`src/hw/rtl/srar_pkg.sv`:
```
// Shared types and constants for the serial register access responder.
// No dependencies; imported by srar_map and the core.
`default_nettype none

package srar_pkg;

    localparam int C_BYTE_W = 8;                 // one serial byte
    localparam int C_CNT_W  = 5;                 // frame byte counters
    localparam int C_SUM_W  = C_BYTE_W + 1;      // address plus length
    localparam int C_PADDR_W = 3;                // two 32-bit registers
    localparam int C_PDATA_W = 32;

    // configuration register indexes (paddr[2])
    localparam logic C_REG_RD_CODE = 1'b0;
    localparam logic C_REG_WR_CODE = 1'b1;

    localparam logic [C_BYTE_W-1:0] C_RD_CODE_RST = 8'h01;
    localparam logic [C_BYTE_W-1:0] C_WR_CODE_RST = 8'h02;

    // second byte of a write response
    localparam logic [C_BYTE_W-1:0] C_ACK_CODE  = 8'h00;
    localparam logic [C_BYTE_W-1:0] C_NACK_CODE = 8'hFF;

endpackage

`default_nettype wire

```
`src/hw/rtl/srar_ram.sv`:
```
// Generic single-write, single-read synchronous RAM with registered read.
// No dependencies.
`default_nettype none

module srar_ram #(
    parameter int WIDTH = 8,
    parameter int DEPTH = 16,
    localparam int AW = (DEPTH > 1) ? $clog2(DEPTH) : 1
) (
    input  wire logic             i_clk,
    input  wire logic             i_we,
    input  wire logic [AW-1:0]    i_waddr,
    input  wire logic [WIDTH-1:0] i_wdata,
    input  wire logic [AW-1:0]    i_raddr,
    output logic      [WIDTH-1:0] o_rdata
);

    logic [WIDTH-1:0] r_mem [DEPTH];

    always_ff @(posedge i_clk) begin
        if (i_we) begin
            r_mem[i_waddr] <= i_wdata;
        end
        o_rdata <= r_mem[i_raddr];
    end

endmodule

`default_nettype wire

```
`src/hw/rtl/srar_map.sv`:
```
// Register map: one RAM plus a valid bit per entry so reset reads as zero.
// Depends on srar_pkg and srar_ram.
`default_nettype none

module srar_map #(
    parameter int MAP_SIZE = 64,
    localparam int AW = (MAP_SIZE > 1) ? $clog2(MAP_SIZE) : 1
) (
    input  wire logic                          i_clk,
    input  wire logic                          i_rst_n,
    input  wire logic                          i_wr_en,
    input  wire logic [AW-1:0]                 i_wr_addr,
    input  wire logic [srar_pkg::C_BYTE_W-1:0] i_wr_data,
    input  wire logic [AW-1:0]                 i_rd_addr,
    output logic      [srar_pkg::C_BYTE_W-1:0] o_rd_data
);
    import srar_pkg::*;

    logic [MAP_SIZE-1:0] r_valid;
    logic                r_rd_valid;
    logic [C_BYTE_W-1:0] ram_rdata;

    srar_ram #(
        .WIDTH (C_BYTE_W),
        .DEPTH (MAP_SIZE)
    ) u_ram (
        .i_clk   (i_clk),
        .i_we    (i_wr_en),
        .i_waddr (i_wr_addr),
        .i_wdata (i_wr_data),
        .i_raddr (i_rd_addr),
        .o_rdata (ram_rdata)
    );

    always_ff @(posedge i_clk) begin
        if (!i_rst_n) begin
            r_valid <= '0;
        end else if (i_wr_en) begin
            r_valid[i_wr_addr] <= 1'b1;
        end
        r_rd_valid <= r_valid[i_rd_addr];
    end

    // entries never written since reset read as zero
    assign o_rd_data = r_rd_valid ? ram_rdata : '0;

endmodule

`default_nettype wire

```
`src/hw/rtl/serial_register_access_responder_core.sv`:
```
// Serial register access responder: frame parser, write buffer and map sequencer.
// Depends on srar_pkg, srar_ram and srar_map.
//
// Usage:
//   rx channel (i_rx_valid / o_rx_stall / i_rx_byte) takes one received byte per
//   item. Frames are command, address, length, then a checksum byte (read) or
//   length data bytes and a checksum byte (write). Checksums are XOR over the frame.
//   tx channel (o_tx_valid / i_tx_stall / o_tx_byte / o_last_of_frame) carries
//   response bytes; o_last_of_frame marks the closing checksum byte.
//   A good read checksum holds the rx side while the register map is streamed
//   out through its single read port, one byte a cycle while tx is not stalled;
//   the first response byte, the address, goes to the output register from the
//   address state. A good write checksum copies the buffer into the map one byte
//   a cycle, then sends the 3-byte ACK; a bad one sends the NACK. A stalled tx
//   holds the output register and the response states, but not the commit.
//   Reset returns the parser to the command phase, restores command codes 1 and
//   2 and marks every map entry as zero at once; no clearing pass is needed.
//   The user must write command codes over the APB port only while the block is
//   idle; the block itself does not enforce this.
`default_nettype none

module serial_register_access_responder_core #(
    parameter int MAP_SIZE    = 64,
    parameter int MAX_PAYLOAD = 16
) (
    input  wire logic                           i_clk,
    input  wire logic                           i_rst_n,
    // receive channel
    input  wire logic                           i_rx_valid,
    output logic                                o_rx_stall,
    input  wire logic [srar_pkg::C_BYTE_W-1:0]  i_rx_byte,
    // transmit channel
    output logic                                o_tx_valid,
    input  wire logic                           i_tx_stall,
    output logic      [srar_pkg::C_BYTE_W-1:0]  o_tx_byte,
    output logic                                o_last_of_frame,
    // configuration
    input  wire logic                           psel,
    input  wire logic                           penable,
    input  wire logic                           pwrite,
    input  wire logic [srar_pkg::C_PADDR_W-1:0] paddr,
    input  wire logic [srar_pkg::C_PDATA_W-1:0] pwdata,
    output logic      [srar_pkg::C_PDATA_W-1:0] prdata,
    output logic                                pready
);
    import srar_pkg::*;

    localparam int MAP_AW  = (MAP_SIZE > 1) ? $clog2(MAP_SIZE) : 1;
    localparam int WBUF_AW = (MAX_PAYLOAD > 1) ? $clog2(MAX_PAYLOAD) : 1;
    localparam logic [C_SUM_W-1:0]  MAP_LIMIT = C_SUM_W'(MAP_SIZE);
    localparam logic [C_BYTE_W-1:0] PAY_LIMIT = C_BYTE_W'(MAX_PAYLOAD);

    // position inside the request frame
    typedef enum logic [2:0] {
        PH_CMD, PH_ADDR, PH_LEN, PH_RD_CHK, PH_WR_DATA, PH_WR_CHK, PH_DISCARD
    } t_phase;

    // sequencer: taking rx bytes, streaming a read, committing, answering a write
    typedef enum logic [3:0] {
        ST_RX, ST_RD_ADDR, ST_RD_LEN, ST_RD_DATA, ST_RD_SUM,
        ST_COMMIT, ST_ACK0, ST_ACK1, ST_ACK2
    } t_state;

    t_state              r_state,     n_state;
    t_phase              r_phase,     n_phase;
    logic [C_BYTE_W-1:0] r_cmd,       n_cmd;
    logic [C_BYTE_W-1:0] r_addr,      n_addr;
    logic [C_BYTE_W-1:0] r_len,       n_len;
    logic [C_CNT_W-1:0]  r_cnt,       n_cnt;
    logic [C_BYTE_W-1:0] r_xor,       n_xor;
    logic [C_CNT_W-1:0]  r_disc,      n_disc;
    logic [C_CNT_W-1:0]  r_idx,       n_idx;
    logic [C_BYTE_W-1:0] r_sum,       n_sum;
    logic                r_nack,      n_nack;
    logic                r_out_valid, n_out_valid;
    logic [C_BYTE_W-1:0] r_out_byte,  n_out_byte;
    logic                r_out_last,  n_out_last;
    logic [C_BYTE_W-1:0] r_rd_code;
    logic [C_BYTE_W-1:0] r_wr_code;

    logic                rx_acc;
    logic                tx_take;
    logic                out_free;
    logic                cfg_wr;
    logic                hdr_rd;
    logic                hdr_wr;
    logic [C_SUM_W-1:0]  hdr_end;
    logic                hdr_bad_range;
    logic                hdr_too_long;
    logic [C_CNT_W-1:0]  hdr_disc;
    logic [C_SUM_W-1:0]  frm_end;
    logic                rd_ok;
    logic                wbuf_we;
    logic [C_BYTE_W-1:0] wbuf_rdata;
    logic                map_we;
    logic [MAP_AW-1:0]   map_waddr;
    logic [MAP_AW-1:0]   map_raddr;
    logic [C_BYTE_W-1:0] map_rdata;

    // ---------------------------------------------------------------- config
    assign cfg_wr = psel && penable && pwrite;
    assign pready = 1'b1;
    assign prdata = {{(C_PDATA_W - C_BYTE_W){1'b0}},
                     (paddr[2] == C_REG_WR_CODE) ? r_wr_code : r_rd_code};

    // ---------------------------------------------------------------- handshakes
    assign o_rx_stall      = (r_state != ST_RX);
    assign rx_acc          = i_rx_valid && !o_rx_stall;
    assign tx_take         = r_out_valid && !i_tx_stall;
    assign out_free        = !r_out_valid || !i_tx_stall;
    assign o_tx_valid      = r_out_valid;
    assign o_tx_byte       = r_out_byte;
    assign o_last_of_frame = r_out_last;

    // ---------------------------------------------------------------- header check
    // Codes are compared once, when the length byte arrives; read wins a tie.
    assign hdr_rd        = (r_cmd == r_rd_code);
    assign hdr_wr        = !hdr_rd && (r_cmd == r_wr_code);
    assign hdr_end       = {1'b0, r_addr} + {1'b0, i_rx_byte};
    assign hdr_bad_range = ({1'b0, r_addr} >= MAP_LIMIT) || (hdr_end > MAP_LIMIT);
    assign hdr_too_long  = (i_rx_byte > PAY_LIMIT);

    // bytes to drop after a rejected header
    always_comb begin
        hdr_disc = '0;
        if (hdr_bad_range) begin
            if (hdr_rd) begin
                hdr_disc = C_CNT_W'(1);
            end else if (hdr_wr && !hdr_too_long) begin
                hdr_disc = C_CNT_W'(i_rx_byte) + C_CNT_W'(1);
            end
        end else if (hdr_too_long && hdr_rd) begin
            hdr_disc = C_CNT_W'(1);
        end
    end

    assign frm_end = {1'b0, r_addr} + {1'b0, r_len};
    assign rd_ok   = (i_rx_byte == r_xor) && (r_len <= PAY_LIMIT) && (frm_end <= MAP_LIMIT);

    // ---------------------------------------------------------------- storage
    // Read addresses follow the next index so the registered data always
    // matches the current index, also across tx stalls.
    assign map_raddr = MAP_AW'({1'b0, r_addr} + C_SUM_W'(n_idx));
    assign map_waddr = MAP_AW'({1'b0, r_addr} + C_SUM_W'(r_idx));

    srar_ram #(
        .WIDTH (C_BYTE_W),
        .DEPTH (MAX_PAYLOAD)
    ) u_wbuf (
        .i_clk   (i_clk),
        .i_we    (wbuf_we),
        .i_waddr (r_cnt[WBUF_AW-1:0]),
        .i_wdata (i_rx_byte),
        .i_raddr (n_idx[WBUF_AW-1:0]),
        .o_rdata (wbuf_rdata)
    );

    srar_map #(
        .MAP_SIZE (MAP_SIZE)
    ) u_map (
        .i_clk     (i_clk),
        .i_rst_n   (i_rst_n),
        .i_wr_en   (map_we),
        .i_wr_addr (map_waddr),
        .i_wr_data (wbuf_rdata),
        .i_rd_addr (map_raddr),
        .o_rd_data (map_rdata)
    );

    // ---------------------------------------------------------------- sequencer
    always_comb begin
        n_state     = r_state;
        n_phase     = r_phase;
        n_cmd       = r_cmd;
        n_addr      = r_addr;
        n_len       = r_len;
        n_cnt       = r_cnt;
        n_xor       = r_xor;
        n_disc      = r_disc;
        n_idx       = r_idx;
        n_sum       = r_sum;
        n_nack      = r_nack;
        n_out_valid = r_out_valid && !tx_take;
        n_out_byte  = r_out_byte;
        n_out_last  = r_out_last;
        wbuf_we     = 1'b0;
        map_we      = 1'b0;

        unique case (r_state)
            ST_RX: begin
                if (rx_acc) begin
                    unique case (r_phase)
                        PH_CMD: begin
                            n_cmd   = i_rx_byte;
                            n_phase = PH_ADDR;
                        end
                        PH_ADDR: begin
                            n_addr  = i_rx_byte;
                            n_phase = PH_LEN;
                        end
                        PH_LEN: begin
                            n_len  = i_rx_byte;
                            n_xor  = r_cmd ^ r_addr ^ i_rx_byte;
                            n_cnt  = '0;
                            n_disc = hdr_disc;
                            if (hdr_disc != '0) begin
                                n_phase = PH_DISCARD;
                            end else if (hdr_bad_range || hdr_too_long) begin
                                n_phase = PH_CMD;
                            end else if (hdr_rd) begin
                                n_phase = PH_RD_CHK;
                            end else if (hdr_wr) begin
                                n_phase = (i_rx_byte != '0) ? PH_WR_DATA : PH_WR_CHK;
                            end else begin
                                // unknown command: drop the header only
                                n_phase = PH_CMD;
                            end
                        end
                        PH_RD_CHK: begin
                            n_phase = PH_CMD;
                            if (rd_ok) begin
                                n_idx   = '0;
                                n_state = ST_RD_ADDR;
                            end
                        end
                        PH_WR_DATA: begin
                            wbuf_we = 1'b1;
                            n_xor   = r_xor ^ i_rx_byte;
                            n_cnt   = r_cnt + C_CNT_W'(1);
                            if (C_BYTE_W'(n_cnt) >= r_len) begin
                                n_phase = PH_WR_CHK;
                            end
                        end
                        PH_WR_CHK: begin
                            n_phase = PH_CMD;
                            n_idx   = '0;
                            if (i_rx_byte == r_xor) begin
                                n_nack  = 1'b0;
                                n_state = (r_len != '0) ? ST_COMMIT : ST_ACK0;
                            end else begin
                                n_nack  = 1'b1;
                                n_state = ST_ACK0;
                            end
                        end
                        PH_DISCARD: begin
                            if (r_disc != '0) begin
                                n_disc = r_disc - C_CNT_W'(1);
                            end
                            if (n_disc == '0) begin
                                n_phase = PH_CMD;
                            end
                        end
                        default: begin
                            n_phase = PH_CMD;
                        end
                    endcase
                end
            end
            ST_RD_ADDR: begin
                if (out_free) begin
                    n_out_valid = 1'b1;
                    n_out_byte  = r_addr;
                    n_out_last  = 1'b0;
                    n_sum       = r_addr;
                    n_state     = ST_RD_LEN;
                end
            end
            ST_RD_LEN: begin
                if (out_free) begin
                    n_out_valid = 1'b1;
                    n_out_byte  = r_len;
                    n_out_last  = 1'b0;
                    n_sum       = r_sum ^ r_len;
                    n_state     = (r_len != '0) ? ST_RD_DATA : ST_RD_SUM;
                end
            end
            ST_RD_DATA: begin
                if (out_free) begin
                    n_out_valid = 1'b1;
                    n_out_byte  = map_rdata;
                    n_out_last  = 1'b0;
                    n_sum       = r_sum ^ map_rdata;
                    n_idx       = r_idx + C_CNT_W'(1);
                    if (C_BYTE_W'(n_idx) == r_len) begin
                        n_state = ST_RD_SUM;
                    end
                end
            end
            ST_RD_SUM: begin
                if (out_free) begin
                    n_out_valid = 1'b1;
                    n_out_byte  = r_sum;
                    n_out_last  = 1'b1;
                    n_state     = ST_RX;
                end
            end
            ST_COMMIT: begin
                // buffer byte for r_idx is on the RAM output now
                map_we = 1'b1;
                n_idx  = r_idx + C_CNT_W'(1);
                if (C_BYTE_W'(n_idx) == r_len) begin
                    n_state = ST_ACK0;
                end
            end
            ST_ACK0: begin
                if (out_free) begin
                    n_out_valid = 1'b1;
                    n_out_byte  = r_addr;
                    n_out_last  = 1'b0;
                    n_state     = ST_ACK1;
                end
            end
            ST_ACK1: begin
                if (out_free) begin
                    n_out_valid = 1'b1;
                    n_out_byte  = r_nack ? C_NACK_CODE : C_ACK_CODE;
                    n_out_last  = 1'b0;
                    n_state     = ST_ACK2;
                end
            end
            ST_ACK2: begin
                if (out_free) begin
                    n_out_valid = 1'b1;
                    n_out_byte  = r_addr ^ (r_nack ? C_NACK_CODE : C_ACK_CODE);
                    n_out_last  = 1'b1;
                    n_state     = ST_RX;
                end
            end
            default: begin
                n_state = ST_RX;
            end
        endcase
    end

    always_ff @(posedge i_clk) begin
        if (!i_rst_n) begin
            r_state     <= ST_RX;
            r_phase     <= PH_CMD;
            r_cmd       <= '0;
            r_addr      <= '0;
            r_len       <= '0;
            r_cnt       <= '0;
            r_xor       <= '0;
            r_disc      <= '0;
            r_idx       <= '0;
            r_nack      <= 1'b0;
            r_out_valid <= 1'b0;
            r_rd_code   <= C_RD_CODE_RST;
            r_wr_code   <= C_WR_CODE_RST;
        end else begin
            r_state     <= n_state;
            r_phase     <= n_phase;
            r_cmd       <= n_cmd;
            r_addr      <= n_addr;
            r_len       <= n_len;
            r_cnt       <= n_cnt;
            r_xor       <= n_xor;
            r_disc      <= n_disc;
            r_idx       <= n_idx;
            r_nack      <= n_nack;
            r_out_valid <= n_out_valid;
            if (cfg_wr && paddr[2] == C_REG_RD_CODE) begin
                r_rd_code <= pwdata[C_BYTE_W-1:0];
            end
            if (cfg_wr && paddr[2] == C_REG_WR_CODE) begin
                r_wr_code <= pwdata[C_BYTE_W-1:0];
            end
        end
        r_sum      <= n_sum;
        r_out_byte <= n_out_byte;
        r_out_last <= n_out_last;
    end

    // ---------------------------------------------------------------- checks
    // a pending closing byte only coexists with the start of the next answer
    a_last_pending: assert property (@(posedge i_clk) disable iff (!i_rst_n)
        (r_out_valid && r_out_last) |->
        (r_state == ST_RX || r_state == ST_RD_ADDR ||
         r_state == ST_COMMIT || r_state == ST_ACK0))
        else $error("closing byte pending while a response is mid-stream");

    a_commit_bound: assert property (@(posedge i_clk) disable iff (!i_rst_n)
        (r_state == ST_COMMIT) |-> (C_BYTE_W'(r_idx) < r_len))
        else $error("commit index past write length");

    a_stream_bound: assert property (@(posedge i_clk) disable iff (!i_rst_n)
        (r_state == ST_RD_DATA) |-> (C_BYTE_W'(r_idx) < r_len && r_len <= PAY_LIMIT))
        else $error("read stream index past length");

    a_discard_live: assert property (@(posedge i_clk) disable iff (!i_rst_n)
        (r_phase == PH_DISCARD) |-> (r_disc != '0))
        else $error("discard phase with nothing left to drop");

endmodule

`default_nettype wire
```
`config.mk`:
```
export PLATFORM = sky130hd
export DESIGN_NAME = serial_register_access_responder_core
export DESIGN_NICKNAME = d
export VERILOG_FILES = /design/src/hw/rtl/srar_pkg.sv /design/src/hw/rtl/srar_ram.sv /design/src/hw/rtl/srar_map.sv /design/src/hw/rtl/serial_register_access_responder_core.sv
export SDC_FILE = /design/constraint.sdc
export NUM_CORES = 1
export LEC_CHECK = 0
export BUFFER_PORTS_ARGS = -buffer_cell sky130_fd_sc_hd__buf_2
export CAP_MARGIN = 25
export CORE_ASPECT_RATIO = 0.7
export CORE_MARGIN = 2
export CORE_UTILIZATION = 50
export CTS_CLUSTER_DIAMETER = 50
export DETAILED_ROUTE_END_ITERATION = 8
export GPL_ROUTABILITY_DRIVEN = 0
export PLACE_DENSITY = 0.65
export SYNTH_ARGS = -nofsm -noshare
export SYNTH_HDL_FRONTEND = slang
export SYNTH_HIERARCHICAL = 1
export SYNTH_SLANG_ARGS = --single-unit
```
`constraint.sdc`:
```
create_clock -name i_clk -period 10.7 [get_ports i_clk]
set_input_delay 1.07 -clock i_clk [delete_from_list [all_inputs] [get_ports i_clk]]
set_output_delay 1.07 -clock i_clk [all_outputs]
set_load 0.005 [all_outputs]
```
==> key figures, run 1 <==
Routing
  – Iteration-0 DRC Markers: 2,685
  – DR vias: 21,100
  – Antenna Nets Post-Route: 0
  – DR vias/cell: around 6.3
  – DRC violations left: 0
  – DR WL/cell: 25.1 um
  – DRT Pass-1 Iters: 6
  – Final WL: 84.4 mm

Critical path
  – FF-to-FF Start: r_addr[3]
  – Reg2reg end: u_map/u_ram/o_rdata[5]
  – Setup crit end kind: flip-flop
  – Critical path type: flip-flop to flip-flop
  – Worst reg2reg setup slack: 3.99 ns
  – Worst reg2reg path depth: 23
  – Startpoint Class: flip-flop
  – Required time of the critical path: 11.20 ns
  – CP Max Fanout: 47
  – Crit path DAT: 7.21 ns

Placement
  – Placed insts: between 3,000 and 4,000
  – Placed Area: 36,100 um^2
  – HPWL Detailed: 53.6 mm
  – PortBufs: 42
  – Dpl ws: 3.86 ns

Yosys
  – Post-synth ARST share: 0%
  – Synth Register Bits: 810
  – Commonest cells in the netlist: edfxtp_1, nor2_1, nand2_1
  – Yosys warnings: 6
  – Sequential-to-total area share from yosys stat: 64.9%
  – Post-synth top area cell: edfxtp_1
  – Syn_area_per_cell: roughly 15 um^2
  – Primary FF master, synth: edfxtp_1
  – Synth area leaders: edfxtp_1, mux4_2, dfxtp_1
  – Number of flops mapped to enable cells by yosys: 657
  – Area share of the largest cell type after synthesis: between 50% and 60%
  – Cells after Synth: between 2,000 and 2,500
  – Synthesized area: ~35,000 um^2
  – Most common cell in the synthesized netlist: edfxtp_1
  – Synth unique cells: 86

Clock network
  – Post-CTS Setup Inserts: 0
  – CTS root buf: clkbuf_16
  – Hold Buf Count CTS: 0
  – Clk pin slew, worst setup/hold paths: 0.06 ns
  – Clk buf depth: 3
  – Clk_lat worst skew: approximately 0.64 ns
  – CTS-repair resized insts: 0
  – CTS buffer count: 78
  – CTS sink count: 810
  – CTS tree: done
  – # H-tree levels: 3

Floorplan
  – Number of I/O pins: between 90 and 100
  – Core ar.: 69,700 um^2
  – FP Rows: 81
  – Die ar.: 72,500 um^2
  – Die height: 226 um
  – Die W: 321 um
  – Initial core utilization: 50.4%

Global route
  – Initial antenna violation count: 1
  – Vias in the first global route: about 20,000
  – Global route overflow: 0
  – Met2 Resource Use GR: 33.9%
  – Tot GR Track Use: 23.5%
  – Met1 usage: 36.3%
  – Largest net degree at the start of global routing: 91
  – Global-route wire length before repair: 127 mm
  – Most used routing layer: met1
  – Met3 GRT Util: under 10%

STA
  – Hold Vio Cnt, Final: 0
  – Fin crit share: between 60% and 70%
  – Slew Limit Fails: 0
  – Layout Skew: just under 0.02 ns
  – RSZ-0062 raised after global routing: false
  – Final setup margin: 3.99 ns
  – Worst-margin pin slew: 1.05 ns
  – TNS Setup: 0 ns
  – Relative slew slack: around 30%
  – Min Clock Period, post-route: 6.71 ns
  – Final setup vio count: 0
  – F_max: 0.149 GHz
  – Final hold slack: 0.462 ns

Worst hold path
  – Hold_sp: u_map/r_valid[42]
  – Hold Path Class: flip-flop to flip-flop
  – Hold path endpoint: u_map/r_valid[42]
  – Hold path cells: 1

Power
  – VDD IR max: 119 uV
  – Leak: ~13 nW
  – Post-layout power: 6.40 mW
  – P per Cell Area: 165 nW/um^2

Layout
  – Largest register FFs: 512
  – Layout area overhead: 9.99%
  – Finished Core Util: 55.4%
  – Biggest regs: u_map/u_ram/r_mem (512), u_wbuf/r_mem (128), u_map/r_valid (64)
  – Non-filler cells, final: ~3,400
  – NumNets Final: 2,480
  – Share of cells above drive strength 1: between 15 and 20%
  – Largest Register: u_map/u_ram/r_mem
  – Antenna Cells: 0
  – Design area: 38,700 um^2

Flow run
  – Max-Cap Viols: 0

Status
  – Run status: finished clean
-- logic make-up after synthesis --
family / count (synthesis) / synth area share (%)
xor+xnor: 71 / 1.77
compound gates: 389 / 7.70
simple gates: 634 / 8.52
fa+ha+maj: 40 / 1.51
other cells: 2 / 0.0214
mux: 225 / 12.7
buf+inv: 187 / 2.88
flops: 810 / 64.9
-- power by group --
part / switching [mW] / internal, mW
registers: 0.0219 / 3.38
clock network: 1.16 / 1.55
logic: 0.175 / 0.109
-- worst max-delay path, stage by stage, from the launching register on --
cell and delay, ns:
dfxtp_1 0.80, ha_1 0.42, o21ai_0 0.31, o2111ai_1 0.13, or4b_1 0.50, a311oi_2 0.21, o22ai_1 0.14, a21oi_1 0.16
buf_4 0.23, a21oi_4 0.07, buf_4 0.32, ha_4 0.25, inv_1 0.07, fa_1 0.23, inv_1 0.05, a21o_1 0.17
a21oi_1 0.21, xnor2_2 0.13, buf_4 0.55, nand3b_1 0.56, o22ai_1 0.56, nor4_1 0.16, o21ai_0 0.17, nand3_1 0.13
-- worst max path at each step --
stage	from	slack (ns)	cells after the start	to
after floorplan	r_addr[0]	5.49	20	u_map/u_ram/o_rdata[2]
after global placement	i_rx_byte[1]	3.86	23	u_map/u_ram/o_rdata[5]
after detailed placement	i_rx_byte[3]	3.86	21	u_map/r_rd_valid
after CTS	r_addr[3]	4.01	23	u_map/u_ram/o_rdata[5]
after global routing	r_addr[3]	3.49	23	u_map/u_ram/o_rdata[5]
final	r_addr[3]	3.99	23	u_map/u_ram/o_rdata[5]
-- cell usage in the layout (no fill, tap or decap), types with 30 or more instances in the layout --
cell type,instances
inv_1,30
edfxtp_1,657
mux2i_1,43
o21ai_0,51
nand2_1,161
mux4_2,152
xor2_1,44
buf_2,41
o21a_1,44
nand3_1,52
buf_4,35
o22ai_1,31
a21boi_0,41
a21oi_1,69
nor2_1,215
nor2b_1,54
ha_1,35
clkbuf_16,82
dfxtp_1,145
-- cell type report --
| type | count | area, um^2 |
|---|---|---|
| fill | 5385 | 31100 |
| sequential | 810 | 22800 |
| multi-input combinational | 1384 | 11500 |
| clock buffer | 101 | 2120 |
| tap | 913 | 1140 |
| timing repair buffer | 83 | 584 |
| clock inverter | 38 | 364 |
| inverter | 33 | 126 |
-- metal layers --
layer / vias up / wire (um)
li1: 9138 / -
met1: 10800 / 37300
met2: 1071 / 36800
met3: 110 / 9000
met4: 0 / 1380
met5: - / 0
(Power assumes the default switching activity.)
==> run 2, diff against run 1 <==
Clock period 10.7 ns to 6.89 ns, I/O delays scaled along.
==> run 2 against run 1 <==
  * Sequential share of layout area is 0.45 points lower
  * Sequential cell count unchanged
  * Largest power group unchanged
  * Critical path depth shrank 5
  * Cell area is 0.77% higher
  * Clock power up 60%
  * Utilization is 0.43 points higher
  * Global-route usage is 0.51 points higher
  * Critical endpoint is now u_map/u_ram/o_rdata[0]
  * Highest routed layer unchanged
  * Routed wire length is 2.3% higher
==> key figures, run 2 (synthesis results as in run 1) <==
Status
  – Run status: finished clean

Routing
  – DR vias/cell: 6.22 (-1.1%)
  – Iteration-0 DRC Markers: 2,767 (+3.1%)
  – DRT Pass-1 Iters: 6 (unchanged)
  – DR WL/cell: 25.5 um (+1.6%)
  – DR vias: 21,100 (-0.40%)
  – Final WL: 86.4 mm (+2.3%)
  – Antenna Nets Post-Route: 0 (unchanged)
  – DRC violations left: 0 (unchanged)

STA
  – Worst-margin pin slew: 1.08 ns (+0.0239 ns)
  – Relative slew slack: 27.8% (-1.6 points)
  – Min Clock Period, post-route: 6.06 ns (-0.653 ns)
  – Fin crit share: 88.0% (+25 points)
  – Final setup margin: 0.829 ns (-3.16 ns)
  – Final hold slack: 0.312 ns (-0.150 ns)
  – Hold Vio Cnt, Final: 0 (unchanged)
  – TNS Setup: 0 ns (unchanged)
  – Slew Limit Fails: 0 (unchanged)
  – Final setup vio count: 0 (unchanged)
  – F_max: 0.165 GHz (+11%)
  – Layout Skew: 0.0244 ns (+0.00513 ns)
  – RSZ-0062 raised after global routing: false

Critical path
  – Setup crit end kind: flip-flop
  – Crit path DAT: 6.63 ns (-0.58 ns)
  – Critical path type: flip-flop to flip-flop
  – Worst reg2reg setup slack: 0.83 ns (-3.16 ns)
  – CP Max Fanout: 17 (-64%)
  – Startpoint Class: flip-flop
  – Required time of the critical path: 7.46 ns (-3.74 ns)

Global route
  – Initial antenna violation count: 0 (-1)
  – Largest net degree at the start of global routing: 81 (-11%)
  – Global-route wire length before repair: 129 mm (+1.8%)
  – Global route overflow: 0 (unchanged)
  – Tot GR Track Use: 24.0% (+0.51 points)
  – Vias in the first global route: 20,100 (+0.89%)

Floorplan
  – Die ar.: 72,500 um^2 (unchanged)
  – Initial core utilization: 50.4% (unchanged)
  – FP Rows: 81 (unchanged)
  – Die W: 321 um (unchanged)
  – Core ar.: 69,700 um^2 (unchanged)
  – Number of I/O pins: 94 (unchanged)
  – Die height: 226 um (unchanged)

Clock network
  – Clk pin slew, worst setup/hold paths: 0.06 ns (about the same)
  – Post-CTS Setup Inserts: 0 (unchanged)
  – Hold Buf Count CTS: 0 (unchanged)
  – CTS tree: done
  – Clk buf depth: 3 (unchanged)
  – CTS root buf: clkbuf_16
  – CTS sink count: 810 (unchanged)
  – # H-tree levels: 3 (unchanged)
  – CTS-repair resized insts: 0 (unchanged)
  – Clk_lat worst skew: 0.63 ns (about the same)
  – CTS buffer count: 78 (unchanged)

Power
  – P per Cell Area: 259 nW/um^2 (+56%)
  – Combinational fraction of design power: 4.5% (about the same)
  – P_int: 7.93 mW (+57%)
  – Flop pwr share: 52.4% (-0.8 points)
  – VDD IR max: 170 uV (+43%)
  – Reported net switching power: 2.14 mW (+58%)
  – Switching Share: 21.3% (+0.053 points)
  – Leak: 12.8 nW (+1.5%)
  – Clock Power Share: 43.0% (+0.6 points)
  – Post-layout power: 10.1 mW (+58%)

Placement
  – Placed Area: 36,300 um^2 (+0.54%)
  – HPWL Detailed: 56.5 mm (+5.4%)
  – Dpl ws: 0.936 ns (-2.92 ns)
  – Placed insts: 3,246 (+0.78%)
  – PortBufs: 42 (unchanged)

Layout
  – Most frequent cells in the layout: edfxtp_1, nor2_1, nand2_1
  – Share of cells above drive strength 1: 17.8% (+1.3 points)
  – Design area: 38,900 um^2 (+0.77%)
  – Biggest regs: u_map/u_ram/r_mem (512), u_wbuf/r_mem (128), u_map/r_valid (64)
  – Commonest non-fill, non-tap cell in the layout: edfxtp_1
  – Fill cells: 5,392 (+0.13%)
  – Largest Register: u_map/u_ram/r_mem
  – Non-filler cells, final: 3,387 (+0.74%)
  – NumNets Final: 2,504 (+0.97%)
  – Finished Core Util: 55.9% (+0.43 points)
  – Largest register FFs: 512 (unchanged)
  – Layout area overhead: 10.8%
  – Antenna Cells: 0 (unchanged)

Worst hold path
  – Hold Path Class: primary input to flip-flop

Flow run
  – Max-Cap Viols: 0 (unchanged)
[run 2: routing by layer]
layer	share of wire, %	track usage [%]
met1	45	37.6
met4	1.5	4.48
met5	0	0
met2	44	34.8
met3	9.4	5.04
[run 2: power groups by stage]
stage | clock [mW] | combinational [mW] | sequential (mW)
detailed placement | 0 | 0.451 | 5.39
global route | 4.59 | 0.491 | 5.28
floorplan | 0 | 0.315 | 5.37
global placement | 0 | 0.441 | 5.39
finish | 4.34 | 0.458 | 5.28
CTS | 4.40 | 0.453 | 5.28
[run 2: final timing paths]
check                                end  cells after the start              from
hold reg to reg         u_map/r_valid[6]                      1  u_map/r_valid[6]
hold / removal              r_wr_code[1]                      3         pwdata[1]
setup / recovery  u_map/u_ram/o_rdata[0]                     18          r_len[0]
setup reg to reg  u_map/u_ram/o_rdata[0]                     18          r_len[0]
[run 2: layout make-up]
type                    count  area [um^2]  share of cell area [%]
clock buffers             106         2260                    5.81
repair buffers            107          763                    1.96
clock inverters            34          343                   0.880
multi-input cells        1384        11500                    29.6
flip-flops and latches    810        22800                    58.5
well taps                 913         1140                    2.93
inverters                  33          126                   0.324
[run 2: critical path, cell delays in order (launching register included)]
cell	delay (ns)
dfxtp_1	0.40
ha_1	0.25
fa_1	0.43
a211oi_2	0.23
o2111ai_1	0.14
or4b_1	0.52
a311oi_2	0.22
o22ai_1	0.14
a21oi_1	0.20
buf_4	0.24
a21oi_1	0.17
ha_1	0.40
a21oi_1	0.14
xnor2_2	0.76
clkinv_1	0.60
nand2_1	0.39
o22ai_1	0.14
o21ai_0	0.39
a22o_1	0.23
